$ cat src/design/ulve_pkg.sv
// Shared codes and types for the unique value list engine.
`default_nettype none

package ulve_pkg;

	localparam logic [2:0] M_BUILD  = 3'd0;
	localparam logic [2:0] M_APPEND = 3'd1;
	localparam logic [2:0] M_DELETE = 3'd2;
	localparam logic [2:0] M_MAX    = 3'd3;
	localparam logic [2:0] M_CLEAR  = 3'd4;

	localparam logic [2:0] ST_OK       = 3'd0;
	localparam logic [2:0] ST_DUP      = 3'd1;
	localparam logic [2:0] ST_NOTFOUND = 3'd2;
	localparam logic [2:0] ST_EMPTY    = 3'd3;
	localparam logic [2:0] ST_FULL     = 3'd4;
	localparam logic [2:0] ST_BUILT    = 3'd5;

	typedef struct packed {
		logic clear;
		logic vld;
		logic first;
	} scan_ctl_t;

endpackage

`default_nettype wire

$ cat src/design/ulve_scan.sv
// Shared compare unit: duplicate match and running signed maximum over a read stream.
`default_nettype none

module ulve_scan import ulve_pkg::*; #(
	parameter int AW = 4
) (
	input  wire logic          clk,
	input  wire logic          arst_n,
	input  wire scan_ctl_t     ctl,
	input  wire logic [31:0]   data,
	input  wire logic [AW-1:0] idx,
	input  wire logic [31:0]   key,
	output logic               hit,
	output logic [31:0]        max_val,
	output logic [AW-1:0]      max_idx
);

	logic          hit_q;
	logic [31:0]   max_q;
	logic [AW-1:0] midx_q;

	always_ff @(posedge clk or negedge arst_n) begin
		if (!arst_n) begin
			hit_q <= 1'b0;
		end else if (ctl.clear) begin
			hit_q <= 1'b0;
		end else if (ctl.vld && (data == key)) begin
			hit_q <= 1'b1;
		end
	end

	always_ff @(posedge clk) begin
		if (ctl.vld && (ctl.first || ($signed(data) > $signed(max_q)))) begin
			max_q  <= data;
			midx_q <= idx;
		end
	end

	assign hit     = hit_q;
	assign max_val = max_q;
	assign max_idx = midx_q;

endmodule

`default_nettype wire

$ cat src/design/unique_value_list_engine_unit.sv
// Ordered list of signed values with build-prepend, unique append, delete, max query, clear.
// The walk reads one entry a cycle; flagged, clear, build-end and unused-mode beats skip the walk.
// Max and append scan the list; prepend scans, then shifts up; delete shifts the entries after
// position down. Next beat taken as out_valid rises.
// Reset clears count, build and repeat flags; entry store contents are undefined and
// are never read above count, so no clearing pass is run.
`default_nettype none

module unique_value_list_engine_unit import ulve_pkg::*; #(
	parameter int MAX_ENTRIES = 16
) (
	input  wire logic               clk,
	input  wire logic               arst_n,
	input  wire logic               in_valid,
	output logic                    in_ready,
	input  wire logic [2:0]         mode,
	input  wire logic signed [31:0] value,
	input  wire logic [7:0]         position,
	output logic                    out_valid,
	input  wire logic               out_ready,
	output logic [2:0]              status,
	output logic signed [31:0]      max_value,
	output logic [3:0]              max_index,
	output logic [4:0]              entry_count
);

	localparam int CW = $clog2(MAX_ENTRIES + 1);
	localparam int AW = $clog2(MAX_ENTRIES);

	typedef enum logic [4:0] {
		S_IDLE = 5'b00001,
		S_SCAN = 5'b00010,
		S_SHUP = 5'b00100,
		S_SHDN = 5'b01000,
		S_FIN  = 5'b10000
	} state_t;

	state_t        state_q;
	logic [CW-1:0] count_q;
	logic          building_q;
	logic          repeat_q;
	logic [2:0]    mode_q;
	logic [31:0]   val_q;
	logic [CW-1:0] rd_q;
	logic [2:0]    res_status_q;
	logic          res_max_q;

	logic [31:0]   mem [MAX_ENTRIES];
	logic [31:0]   rdata_s1;
	logic          vld_s1;
	logic [AW-1:0] idx_s1;

	logic          out_valid_q;
	logic [2:0]    status_q;
	logic [31:0]   max_value_q;
	logic [3:0]    max_index_q;
	logic [4:0]    entry_count_q;

	logic          rd_en;
	logic [AW-1:0] rd_addr;
	logic          wr_en;
	logic [AW-1:0] wr_addr;
	logic [31:0]   wr_data;
	logic          accept;
	logic          full;
	logic          walk_done;
	logic          out_free;
	scan_ctl_t     scan_ctl;
	logic          hit;
	logic [31:0]   scan_max;
	logic [AW-1:0] scan_idx;

	assign accept   = in_valid && in_ready;
	assign in_ready = (state_q == S_IDLE);
	assign full     = (count_q >= CW'(MAX_ENTRIES));
	assign out_free = !out_valid_q || out_ready;

	// read issue
	always_comb begin
		rd_en   = 1'b0;
		rd_addr = rd_q[AW-1:0];
		unique case (state_q)
			S_SCAN, S_SHDN: begin
				rd_en = (rd_q < count_q);
			end
			S_SHUP: begin
				rd_en   = (rd_q != '0);
				rd_addr = AW'(rd_q - CW'(1));
			end
			default: begin
				rd_en = 1'b0;
			end
		endcase
	end

	assign walk_done = !rd_en && !vld_s1;

	// write port
	always_comb begin
		wr_en   = 1'b0;
		wr_addr = idx_s1;
		wr_data = rdata_s1;
		unique case (state_q)
			S_SHUP: begin
				if (vld_s1) begin
					wr_en   = 1'b1;
					wr_addr = AW'(idx_s1 + AW'(1));
				end else if (rd_q == '0) begin
					wr_en   = 1'b1;
					wr_addr = '0;
					wr_data = val_q;
				end
			end
			S_SHDN: begin
				wr_en   = vld_s1;
				wr_addr = AW'(idx_s1 - AW'(1));
			end
			S_SCAN: begin
				if (walk_done && (mode_q == M_APPEND) && !hit && !full) begin
					wr_en   = 1'b1;
					wr_addr = count_q[AW-1:0];
					wr_data = val_q;
				end
			end
			default: begin
				wr_en = 1'b0;
			end
		endcase
	end

	always_ff @(posedge clk) begin
		if (wr_en) begin
			mem[wr_addr] <= wr_data;
		end
		if (rd_en) begin
			rdata_s1 <= mem[rd_addr];
		end
	end

	always_ff @(posedge clk or negedge arst_n) begin
		if (!arst_n) begin
			vld_s1 <= 1'b0;
			idx_s1 <= '0;
		end else begin
			vld_s1 <= rd_en;
			idx_s1 <= rd_addr;
		end
	end

	assign scan_ctl.clear = accept;
	assign scan_ctl.vld   = vld_s1 && (state_q == S_SCAN);
	assign scan_ctl.first = (idx_s1 == '0);

	ulve_scan #(
		.AW(AW)
	) u_scan (
		.clk     (clk),
		.arst_n  (arst_n),
		.ctl     (scan_ctl),
		.data    (rdata_s1),
		.idx     (idx_s1),
		.key     (val_q),
		.hit     (hit),
		.max_val (scan_max),
		.max_idx (scan_idx)
	);

	// sequencer
	always_ff @(posedge clk or negedge arst_n) begin
		if (!arst_n) begin
			state_q      <= S_IDLE;
			count_q      <= '0;
			building_q   <= 1'b0;
			repeat_q     <= 1'b0;
			mode_q       <= M_BUILD;
			val_q        <= '0;
			rd_q         <= '0;
			res_status_q <= ST_OK;
			res_max_q    <= 1'b0;
		end else begin
			unique case (state_q)
				S_IDLE: begin
					if (accept) begin
						mode_q       <= mode;
						val_q        <= value;
						res_status_q <= ST_OK;
						res_max_q    <= 1'b0;
						rd_q         <= '0;
						state_q      <= S_FIN;
						unique case (mode)
							M_BUILD: begin
								if ((count_q != '0) && !building_q) begin
									res_status_q <= ST_BUILT;
								end else if (value == '0) begin
									if (repeat_q) begin
										count_q      <= '0;
										res_status_q <= ST_DUP;
									end
									building_q <= 1'b0;
									repeat_q   <= 1'b0;
								end else begin
									building_q <= 1'b1;
									if (full) begin
										res_status_q <= ST_FULL;
									end else begin
										state_q <= S_SCAN;
									end
								end
							end
							M_APPEND, M_MAX: begin
								if (count_q == '0) begin
									res_status_q <= ST_EMPTY;
								end else begin
									state_q <= S_SCAN;
								end
							end
							M_DELETE: begin
								if (count_q == '0) begin
									res_status_q <= ST_EMPTY;
								end else if (9'(position) >= 9'(count_q)) begin
									res_status_q <= ST_NOTFOUND;
								end else begin
									rd_q    <= CW'(9'(position) + 9'd1);
									state_q <= S_SHDN;
								end
							end
							M_CLEAR: begin
								if (count_q == '0) begin
									res_status_q <= ST_EMPTY;
								end else begin
									count_q <= '0;
								end
								building_q <= 1'b0;
								repeat_q   <= 1'b0;
							end
							default: begin
								res_status_q <= ST_OK;
							end
						endcase
					end
				end
				S_SCAN: begin
					if (rd_en) begin
						rd_q <= rd_q + CW'(1);
					end else if (!vld_s1) begin
						state_q <= S_FIN;
						unique case (mode_q)
							M_BUILD: begin
								if (hit) begin
									repeat_q <= 1'b1;
								end
								rd_q    <= count_q;
								state_q <= S_SHUP;
							end
							M_APPEND: begin
								if (hit) begin
									res_status_q <= ST_DUP;
								end else if (full) begin
									res_status_q <= ST_FULL;
								end else begin
									count_q <= count_q + CW'(1);
								end
							end
							default: begin
								res_max_q <= 1'b1;
							end
						endcase
					end
				end
				S_SHUP: begin
					if (rd_en) begin
						rd_q <= rd_q - CW'(1);
					end else if (!vld_s1) begin
						count_q <= count_q + CW'(1);
						state_q <= S_FIN;
					end
				end
				S_SHDN: begin
					if (rd_en) begin
						rd_q <= rd_q + CW'(1);
					end else if (!vld_s1) begin
						count_q <= count_q - CW'(1);
						state_q <= S_FIN;
					end
				end
				S_FIN: begin
					if (out_free) begin
						state_q <= S_IDLE;
					end
				end
				default: begin
					state_q <= S_IDLE;
				end
			endcase
		end
	end

	// result beat register
	always_ff @(posedge clk or negedge arst_n) begin
		if (!arst_n) begin
			out_valid_q <= 1'b0;
		end else if ((state_q == S_FIN) && out_free) begin
			out_valid_q <= 1'b1;
		end else if (out_ready) begin
			out_valid_q <= 1'b0;
		end
	end

	always_ff @(posedge clk) begin
		if ((state_q == S_FIN) && out_free) begin
			status_q      <= res_status_q;
			max_value_q   <= res_max_q ? scan_max : 32'd0;
			max_index_q   <= res_max_q ? 4'(scan_idx) : 4'd0;
			entry_count_q <= 5'(count_q);
		end
	end

	assign out_valid   = out_valid_q;
	assign status      = status_q;
	assign max_value   = max_value_q;
	assign max_index   = max_index_q;
	assign entry_count = entry_count_q;

	a_count_bound: assert property (@(posedge clk) disable iff (!arst_n)
		count_q <= CW'(MAX_ENTRIES))
		else $error("entry count beyond capacity");

	a_repeat_in_build: assert property (@(posedge clk) disable iff (!arst_n)
		repeat_q |-> building_q)
		else $error("repeat flag set with no build open");

	a_busy_after_accept: assert property (@(posedge clk) disable iff (!arst_n)
		accept |=> !in_ready)
		else $error("ready straight after an accepted beat");

	a_max_only_ok: assert property (@(posedge clk) disable iff (!arst_n)
		(out_valid && (status != ST_OK)) |-> (max_value == 32'sd0))
		else $error("max value on a flagged result");

endmodule

`default_nettype wire

$ cat config.mk
export PLATFORM = sky130hd
export DESIGN_NAME = unique_value_list_engine_unit
export DESIGN_NICKNAME = d
export VERILOG_FILES = /design/src/design/ulve_pkg.sv /design/src/design/ulve_scan.sv /design/src/design/unique_value_list_engine_unit.sv
export SDC_FILE = /design/constraint.sdc
export NUM_CORES = 1
export LEC_CHECK = 0
export CAP_MARGIN = 20
export CORE_MARGIN = 3
export CORE_UTILIZATION = 45
export DETAILED_ROUTE_END_ITERATION = 10
export DONT_BUFFER_PORTS = 1
export PLACE_DENSITY = 0.57
export SLEW_MARGIN = 0
export SYNTH_ARGS = -nofsm -noshare
export SYNTH_HDL_FRONTEND = slang
export SYNTH_HIERARCHICAL = 1
export SYNTH_SLANG_ARGS = --single-unit
$ cat constraint.sdc
create_clock -name clk -period 5.2 [get_ports clk]
set_input_delay 0.26 -clock clk [delete_from_list [all_inputs] [get_ports clk]]
set_output_delay 0.26 -clock clk [all_outputs]
set_load 0.01 [all_outputs]
==> results.yml, run 1 <==
timing:
  slew_headroom: 0.3802
  finalHoldViolCount: 0
  rsz0062_at_grt: "false"
  fin_ws_ns: 1.455
  fin_crit_sh: 0.7203
  final_max_slew_viol_count: 0
  setup_viol: 0
  fin_hold_ws_ns: 0.04834
  max_freq_ghz: 0.2670
  worst_pin_slew_ns: 0.9273
  finClkSkew_ns: 0.02459
  layout_min_cycle_time_ns: 3.745
  fin_setup_tns_ns: 0
layout:
  antenna_cells: 0
  area_delta_synth_final_pct: 14.72
  drive_gt1_frac: 0.2076
  fin_nets: 1828
  finalNonFillerCells: 2624
  design_area_sq_um: 32650
logic_synthesis:
  synth_fa_ha_area_frac: 0.02313
  synth-compound-area-share: 0.05245
  yosysWarningCount: 6
  async_flop_share: 0.09170
  synthFlopType: "edfxtp_1"
  synth_cells: 1639
  synth_seq_cells: 687
  yosys.area_share.xor_xnor: 0.01385
  synth_top_family_by_area: "multiplexers"
  yosys.area_share.simple: 0.06279
  syn_avg_cell_area_sq_um: 17.36
  synth_edf_count: 624
  syn-cell-area_sq_um: 28460
  yosysUniqueCellTypes: 90
  synth_nets: 1738
  ys_seq_area_frac: 0.7139
  muxShareOfSynthArea: 0.1155
die:
  start_util: 0.4578
  fp.dieH_um: 257.5
  core_area_sq_um: 62170
  dieArea_sq_um: 66290
  die_x_um: 257.5
  rows: 91
  pin_count: 93
power_and_ir_drop:
  p_per_area_nw_per_um2: 446.8
  ir_drop_uv: 230.9
  p_leak_uw: 0.01120
clocking:
  clockBufferDepth: 3
  root_buffer: "clkbuf_16"
  clock-sinks: 687
  clkTransAtPathRegs_ns: 0.06
  cts_resized: 0
  cts_tree: "built"
  htree_levels: 3
  postCtsSetupBuffers: 0
  worstSkewPairLatency_ns: 0.61
  cts-hold-fix-buffers: 40
  cts_buffers: 72
worst_hold_path:
  hold_path.class: "input port to flip-flop"
  whs_path_depth: 3
flow_run:
  maxCapViolCount: 0
place:
  place_congestion: 0.8798
  portBuffers: 0
  dp_slack_ns: 1.528
  placement.cell_area_sq_um: 29730
  post-place-cells: 2452
  dp_hpwl_um: 41690
routing:
  viasPerCell: 5.868
  wl_per_cell_um: 27.80
  drtIter0Drc: 1765
  drc: 0
  drt-total-wl_um: 72950
  route.vias.total: 15400
  detail-route-antenna-nets: 0
  first_pass_iters: 6
global_route:
  grt_usage: 0.2218
  antenna_found_initial: 0
  grt_max_degree: 86
  grt_pass1_vias: 15640
  grt_pass1_wl_um: 107100
  gr-total-overflow: 0
setup_path:
  cp-start-kind: "flip-flop"
  worstPathRequired_ns: 5.44
  worstSetupPathType: "flip-flop to flip-flop"
  r2r_cells: 10
  crit_arrival_ns: 3.99
  crit_path_end_kind: "flip-flop"
  crit_fanout: 32
outcome:
  outcome: "finished, final reports clean"
cell usage after synthesis, types with 4 or more instances:
master	instances	share of area
mux4_2	128	0.10
o21ai_1	5	0.00088
nor2b_1	5	0.0011
clkbuf_1	30	0.0040
nand3_1	18	0.0032
edfxtp_1	624	0.66
a21o_1	4	0.0011
inv_1	55	0.0073
o21ai_0	26	0.0046
buf_2	30	0.0053
mux2_2	30	0.012
nor4_1	12	0.0026
nor2_1	39	0.0051
nor3_1	29	0.0051
a31oi_1	5	0.0011
xnor2_1	35	0.011
dfrtp_1	62	0.055
nand2_1	166	0.022
a22oi_1	70	0.018
ha_1	51	0.022
o21a_1	6	0.0016
o211ai_1	6	0.0016
mux2_1	5	0.0020
and2_1	39	0.0086
inv_2	4	0.00053
a21oi_1	36	0.0063
nand4_1	11	0.0024
and3_1	6	0.0013
xor2_1	10	0.0031
critical path, stage by stage, from the launching register on:
cell       delay, ns
dfrtp_1         0.47
inv_1           0.21
ha_1            0.39
a2bb2oi_1       0.15
nand4b_1        0.17
a31oi_2         0.38
nor2_1          0.11
a21oi_1         0.27
o211ai_2        0.29
nor3_2          0.25
buf_4           0.66
logic make-up (layout without fill, tap and decap cells):
group	count (synthesis)	in the layout
compound gates	208	208
xor+xnor	45	45
fa+ha+maj	52	52
buf+inv	126	274
flops	687	687
mux	164	164
simple gates	357	357
state kept, by name, indices dropped and copies added, names as in the netlist:
register / flops
count_q: 5
val_q: 32
res_status_q: 3
rd_q: 5
u_scan/hit: 1
out_valid: 1
mem: 512
repeat_q: 1
entry_count: 5
status: 3
res_max_q: 1
vld_s1: 1
u_scan/max_val: 32
building_q: 1
idx_s1: 4
rdata_s1: 32
mode_q: 3
u_scan/max_idx: 4
state_q: 5
max_index: 4
max_value: 32
routing by layer:
layer	GRT usage	share of wire	up-vias
met5	0	0	-
met4	0.05919	0.019	0
met3	0.03405	0.066	110
met2	0.3585	0.48	597
met1	0.3173	0.43	8034
li1	-	-	6656
cells in the final DEF, fill, tap and decap left out, types with 6 or more instances in the layout:
master	netlist	final
edfxtp_1	624	624
nand2_1	166	166
mux4_2	128	128
clkbuf_16	0	73
a22oi_1	70	70
dfrtp_1	62	62
inv_1	55	55
ha_1	51	50
and2_1	39	39
dlygate4sd3_1	0	39
buf_4	3	38
nor2_1	39	35
a21oi_1	36	35
xnor2_1	35	35
mux2_2	30	30
o21ai_0	26	26
nor3_2	2	18
nand3_1	18	18
clkinv_2	1	15
nor3_1	29	13
nor4_1	12	12
bufinv_16	0	12
clkinv_1	0	11
clkbuf_1	30	11
nand4_1	11	11
xor2_1	10	10
o21a_1	6	6
o211ai_1	6	6
and3_1	6	6
power by group:
part	leakage, uW	total (uW)	switching, uW	internal (uW)
Clock	0.00122	5380	2130	3250
Combinational	0.00355	2470	1490	977
Sequential	0.00643	6730	347	6390
Total	0.0112	14600	3970	10600
final timing paths:
| check | start | end | slack [ns] |
|---|---|---|---|
| worst max-delay path | count_q[4] | mem[8][11] | 1.45 |
| worst min-delay path | position[1] | rd_q[1] | 0.05 |
| worst max register to register | count_q[4] | mem[8][11] | 1.45 |
| worst min register to register | res_status_q[1] | status[1] | 0.45 |
| max in group asynchronous | arst_n | val_q[9] | 4.66 |
| min in group asynchronous | arst_n | rd_q[3] | 0.17 |
per-stage QoR:
step                total power (uW)    util
floorplan                       8474       -
global placement                9255  0.4783
detailed placement              9271  0.4783
CTS                            14710  0.5251
global route                   15170  0.5251
finish                         14590  0.5251
cell type report:
| cell class | count | area (sq um) |
|---|---|---|
| clock buffer | 88 | 1923 |
| clock inverter | 44 | 570.5 |
| fill | 5033 | 29520 |
| inverter | 60 | 226.5 |
| multi-input combinational | 826 | 7779 |
| sequential | 687 | 20320 |
| tap | 837 | 1047 |
| timing repair buffer | 82 | 783.3 |
No activity file was read; power rests on OpenSTA's default activity.
==> inputs of run 2 (changes only) <==
Settings changed: PLACE_DENSITY 0.57 to 0.59.
Clock period 5.2 ns to 3.3 ns, I/O delays scaled along.
==> run 2 against run 1 <==
Against the previous run: cell count is 2.9% higher; global-route usage is 0.95 points lower; critical path type unchanged; worst hold slack better by 0.025 ns; sequential share of layout area is 1.3 points lower; clock power is 42% higher; clock-buffer cell count is 13 higher; via count is 1.9% higher.
==> results.yml, run 2 (synthesis results as in run 1) <==
outcome:
  outcome: "finished, final reports clean"
setup_path:
  cpPeakStageDelay_ns: 0.46
  crit_chain: "ha_1, nand2_1, o21ai_1, a31oi_2, nor3_1, o2bb2ai_1, o21ai_2, buf_4, nor3_4, buf_12"
  crit_fanout: 20
  path_delay_family: "compound AO/OA/AOI/OAI gates"
  worstReg2RegEnd: "mem[14][4]"
  rrSetupSlack_ns: 0.17
  crit_arrival_ns: 3.42
  r2r_start: "rd_q[2]"
  worstPathRequired_ns: 3.59
  cp-start-kind: "flip-flop"
  worstSetupPathType: "flip-flop to flip-flop"
  slowest_stage: "nor3_1"
  r2r_cells: 10
  critPathBufInv: 2
  crit_path_end_kind: "flip-flop"
power_and_ir_drop:
  p_leak_uw: 0.01158
  intPower_uw: 16370
  pwr-share-clk: 0.334
  switchingPower_uw: 6458
  switching_share: 0.2829
  p_per_area_nw_per_um2: 684.2
  pwr-share-seq: 0.464
  ir_drop_uv: 338.9
  p_total_uw: 22830
  p_comb_frac: 0.202
global_route:
  grt_usage: 0.2124
  antenna_found_initial: 0
  grt_pass1_wl_um: 104600
  grt_max_degree: 64
  gr-total-overflow: 0
  grt_pass1_vias: 15780
clocking:
  htree_levels: 3
  clock-sinks: 687
  root_buffer: "clkbuf_16"
  postCtsSetupBuffers: 0
  cts_buffers: 71
  clkTransAtPathRegs_ns: 0.06
  worstSkewPairLatency_ns: 0.60
  cts_tree: "built"
  clockBufferDepth: 3
layout:
  final_common_cell: "edfxtp_1"
  drive_gt1_frac: 0.2311
  final_cell_mix: "edfxtp_1, nand2_1, mux4_2"
  largest_reg_flops: 512
  area_delta_synth_final_pct: 17.26
  regMostFlops: "mem"
  fin_nets: 1907
routing:
  wl_per_cell_um: 25.78
  route.vias.total: 15690
  drt-total-wl_um: 69580
  viasPerCell: 5.813
  drtIter0Drc: 1792
  drc: 0
  detail-route-antenna-nets: 0
  first_pass_iters: 5
worst_hold_path:
  min_from: "position[3]"
  whs_path_depth: 4
  min_to: "rd_q[3]"
  hold_path.class: "input port to flip-flop"
place:
  dp_hpwl_um: 46370
  place_congestion: 0.9013
  dp_slack_ns: 0.1444
  portBuffers: 0
die:
  core_area_sq_um: 62170
  start_util: 0.4578
  pin_count: 93
  fp.dieH_um: 257.5
  dieArea_sq_um: 66290
  rows: 91
  die_x_um: 257.5
timing:
  fin_crit_sh: 0.9480
  finalHoldViolCount: 0
  slew_headroom: 0.3189
  max_freq_ghz: 0.3196
  fin_hold_ws_ns: 0.07287
  final_max_slew_viol_count: 0
  finClkSkew_ns: 0.02390
  setup_viol: 0
  worst_pin_slew_ns: 1.019
  fin_ws_ns: 0.1716
  layout_min_cycle_time_ns: 3.128
flow_run:
  maxCapViolCount: 0
==> run 2: changes by cell type in the layout (fill, tap and decap cells not counted), moves of 2 or more <==
cell,delta
buf_4,+47
buf_6,+4
nor3_2,-16
buf_12,+22
clkinv_1,-3
bufinv_16,-10
clkbuf_16,+2
nor3_4,+16
dlygate4sd3_1,+7
clkbuf_1,+12
clkinv_2,-3
==> run 2: routing by layer <==
metal  vias up  GRT usage  wire length, um
met3        78    0.03395             4226
li1       6825          -                -
met5         -          0                0
met4         0    0.05825             1484
met2       555     0.3244            32000
met1      8230     0.3193            31880
==> run 2: area by class of cell <==
type                       count  area, sq um
antenna                        1        2.502
fill                        4884        28800
clock buffer                 101         2004
sequential                   687        20320
timing repair buffer         162         1692
tap                          837         1047
inverter                      60        226.5
clock inverter                25        190.2
multi-input combinational    826         7890
==> run 2: power groups by stage <==
stage	clock network, uW	registers, uW	logic (uW)
after global placement	0	10800	4440
after detailed placement	0	10800	4480
after floorplan	0	10500	2840
after global routing	8180	10600	4990
final	7620	10600	4620
after CTS	7780	10600	4620
==> run 2: worst max-delay path by stage <==
stage	start	to	slack [ns]	cells past startpoint
after floorplan	count_q[4]	mem[4][0]	-0.42	9
after global placement	rd_q[1]	mem[10][6]	0.19	10
after detailed placement	rd_q[1]	mem[10][6]	0.14	10
after CTS	rd_q[1]	mem[10][18]	0.12	10
after global routing	rd_q[1]	mem[14][5]	-0.003	11
final	rd_q[2]	mem[14][4]	0.17	10
==> run 2: metrics by stage <==
stage	TNS, ns	area [sq um]	std cells	utilization
6_report	0	33370	2699	0.5368
3_5_place_dp	0	30660	2525	0.4932
5_1_grt	-0.008190	33370	2698	0.5367
4_1_cts	0	33340	2698	0.5363
3_3_place_gp	0	30660	2525	0.4932
2_1_floorplan	-195.27	28550	1639	-
==> run 2: timing repair <==
action	4_1_cts	5_1_grt
hold buffers	47	0
endpoints found under the hold margin	113	0
gates resized for setup	0	5
setup endpoints to repair	0	176
==> run 2: worst min-delay path, delay by kind of cell <==
kind | cells | cell delay [ns]
compound gates | 3 | 0.32
xor+xnor | 1 | 0.16
==> inputs of run 3 (changes only) <==
Settings changed: PLACE_DENSITY 0.59 to 0.57, RECOVER_POWER set to 50, TNS_END_PERCENT set to 20.
Clock period 3.3 ns to 3.45 ns, I/O delays scaled along.
==> run 3 against run 2 <==
Against the previous run: the run now ends with capacitance limit, slew limit left; clock power shrank 4.1%; clock skew decreased by 0.0066 ns; combinational power shrank 8.7%; total power down 5.0%; maximum frequency is 3.1% lower; largest power group unchanged; sequential share of layout area increased by 0.43 points; critical path depth is the same; non-clock buffer count fell by 16; wire length fell by 2.8%; first-iteration DRC count fell by 21%; flip-flop and latch count did not move.
==> results.yml, run 3 (synthesis results as in run 1) <==
die:
  core_area_sq_um: 62170
  start_util: 0.4578
  die_x_um: 257.5
  fp.dieH_um: 257.5
  rows: 91
  pin_count: 93
  dieArea_sq_um: 66290
worst_hold_path:
  hold_path.class: "input port to flip-flop"
setup_path:
  cpPeakStageDelay_ns: 0.55
  critPathBufInv: 2
  crit_path_end_kind: "flip-flop"
  slowest_stage: "o21ai_2"
  cp-start-kind: "flip-flop"
  path_delay_family: "compound AO/OA/AOI/OAI gates"
  worstPathRequired_ns: 3.79
  crit_chain: "inv_1, ha_1, or4b_1, nand3_2, nor2_1, o31a_1, a41o_2, o21ai_2, nor3_4, buf_4"
  crit_arrival_ns: 3.57
  crit_fanout: 11
  worstSetupPathType: "flip-flop to flip-flop"
global_route:
  gr-total-overflow: 0
  grt_pass1_vias: 15560
  antenna_found_initial: 1
  grt_max_degree: 64
  grt_usage: 0.2072
  grt_pass1_wl_um: 102200
timing:
  max_freq_ghz: 0.3098
  finClkSkew_ns: 0.01734
  fin_crit_sh: 0.9356
  finalHoldViolCount: 0
  fin_setup_tns_ns: 0
  fin_ws_ns: 0.2221
  slew_headroom: -0.1924
  final_max_slew_viol_count: 64
  setup_viol: 0
  worst_pin_slew_ns: 1.789
  layout_min_cycle_time_ns: 3.228
  rsz0062_at_grt: "false"
place:
  dp_slack_ns: 0.2517
  place_congestion: 0.8846
  portBuffers: 0
  dp_hpwl_um: 46320
layout:
  antenna_cells: 0
  seq_area_sq_um: 20320
  final_common_cell: "edfxtp_1"
  drive_gt1_frac: 0.2060
  largest_reg_flops: 512
  final_cell_mix: "edfxtp_1, nand2_1, mux4_2"
  fin_nets: 1891
  regMostFlops: "mem"
  n_fill_cell: 4891
  area_delta_synth_final_pct: 16.44
  multi_input_area_sq_um: 7840
clocking:
  clockBufferDepth: 3
  clkTransAtPathRegs_ns: 0.06
  root_buffer: "clkbuf_16"
  clock-sinks: 687
  cts_tree: "built"
  worstSkewPairLatency_ns: 0.60
  cts_buffers: 71
  htree_levels: 3
  cts_resized: 0
routing:
  viasPerCell: 5.685
  drtIter0Drc: 1411
  wl_per_cell_um: 25.23
  detail-route-antenna-nets: 0
  route.vias.total: 15250
  first_pass_iters: 5
  drt-total-wl_um: 67670
  drc: 0
power_and_ir_drop:
  p_leak_uw: 0.01144
  p_per_area_nw_per_um2: 654.4
  ir_drop_uv: 314.4
flow_run:
  maxCapViolCount: 1
outcome:
  violations: "capacitance limit, slew limit"
  outcome: "finished, violations left"
run 3: cell count changes in the layout (fill, tap and decap cells not counted), moves of 7 or more:
| cell | delta |
|---|---|
| buf_4 | -25 |
| mux2_1 | +24 |
| mux2_2 | -24 |
| and2_0 | +19 |
| and2_1 | -19 |
| clkbuf_2 | +7 |
run 3: worst register-to-register path, delay by kind of cell, from the launching register on:
kind / cells / cell delay (ns)
AOI/OAI and AO/OA: 3 / 1.09
and+or+nand+nor: 4 / 0.83
DFF: 1 / 0.43
buffers and inverters: 2 / 0.41
adders and majority gates: 1 / 0.21
run 3: final timing paths:
path	startpoint	to	slack, ns	cells after the start
max	rd_q[0]	mem[6][14]	0.22	10
max in group asynchronous	arst_n	val_q[7]	1.73	2
min reg2reg	res_status_q[0]	status[0]	0.45	0
min	value[22]	building_q	0.07	5
min in group asynchronous	arst_n	repeat_q	0.64	2
max reg2reg	rd_q[0]	mem[6][14]	0.22	10
run 3: per-layer routing:
layer / track usage / part of all wire / vias up
li1: - / - / 6815
met1: 0.3014 / 0.45 / 7839
met2: 0.3143 / 0.46 / 495
met3: 0.04360 / 0.067 / 99
met4: 0.06874 / 0.026 / 0
met5: 0 / 0 / -
run 3: power by group:
group / switching [uW] / internal, uW
clock network: 3110 / 4200
registers: 520 / 9630
logic: 2490 / 1740
total: 6120 / 15600
run 3: area by class of cell:
class	instances	area share
flip-flops and latches	687	0.6131
inverters	60	0.006835
repair buffers	146	0.04512
clock buffers	92	0.05849
multi-input cells	826	0.2366
clock inverters	34	0.008194
well taps	837	0.03161
run 3: timing repair:
item                      in CTS  in global routing
setup buffers                  0                  0
hold buffers                  41                  0
hold endpoints to repair     110                  0
run 3: metrics by stage:
stage	area (sq um)	util	power (uW)	hold WS [ns]	instances
CTS	33270	0.5352	21970	0.03941	2682
detailed placement	30640	0.4928	14550	-0.1212	2515
global placement	30640	0.4928	14510	-0.1213	2515
finish	33130	0.5330	21680	0.06513	2682
global route	33130	0.5330	22680	0.08339	2682
floorplan	28540	-	12790	-0.1231	1639
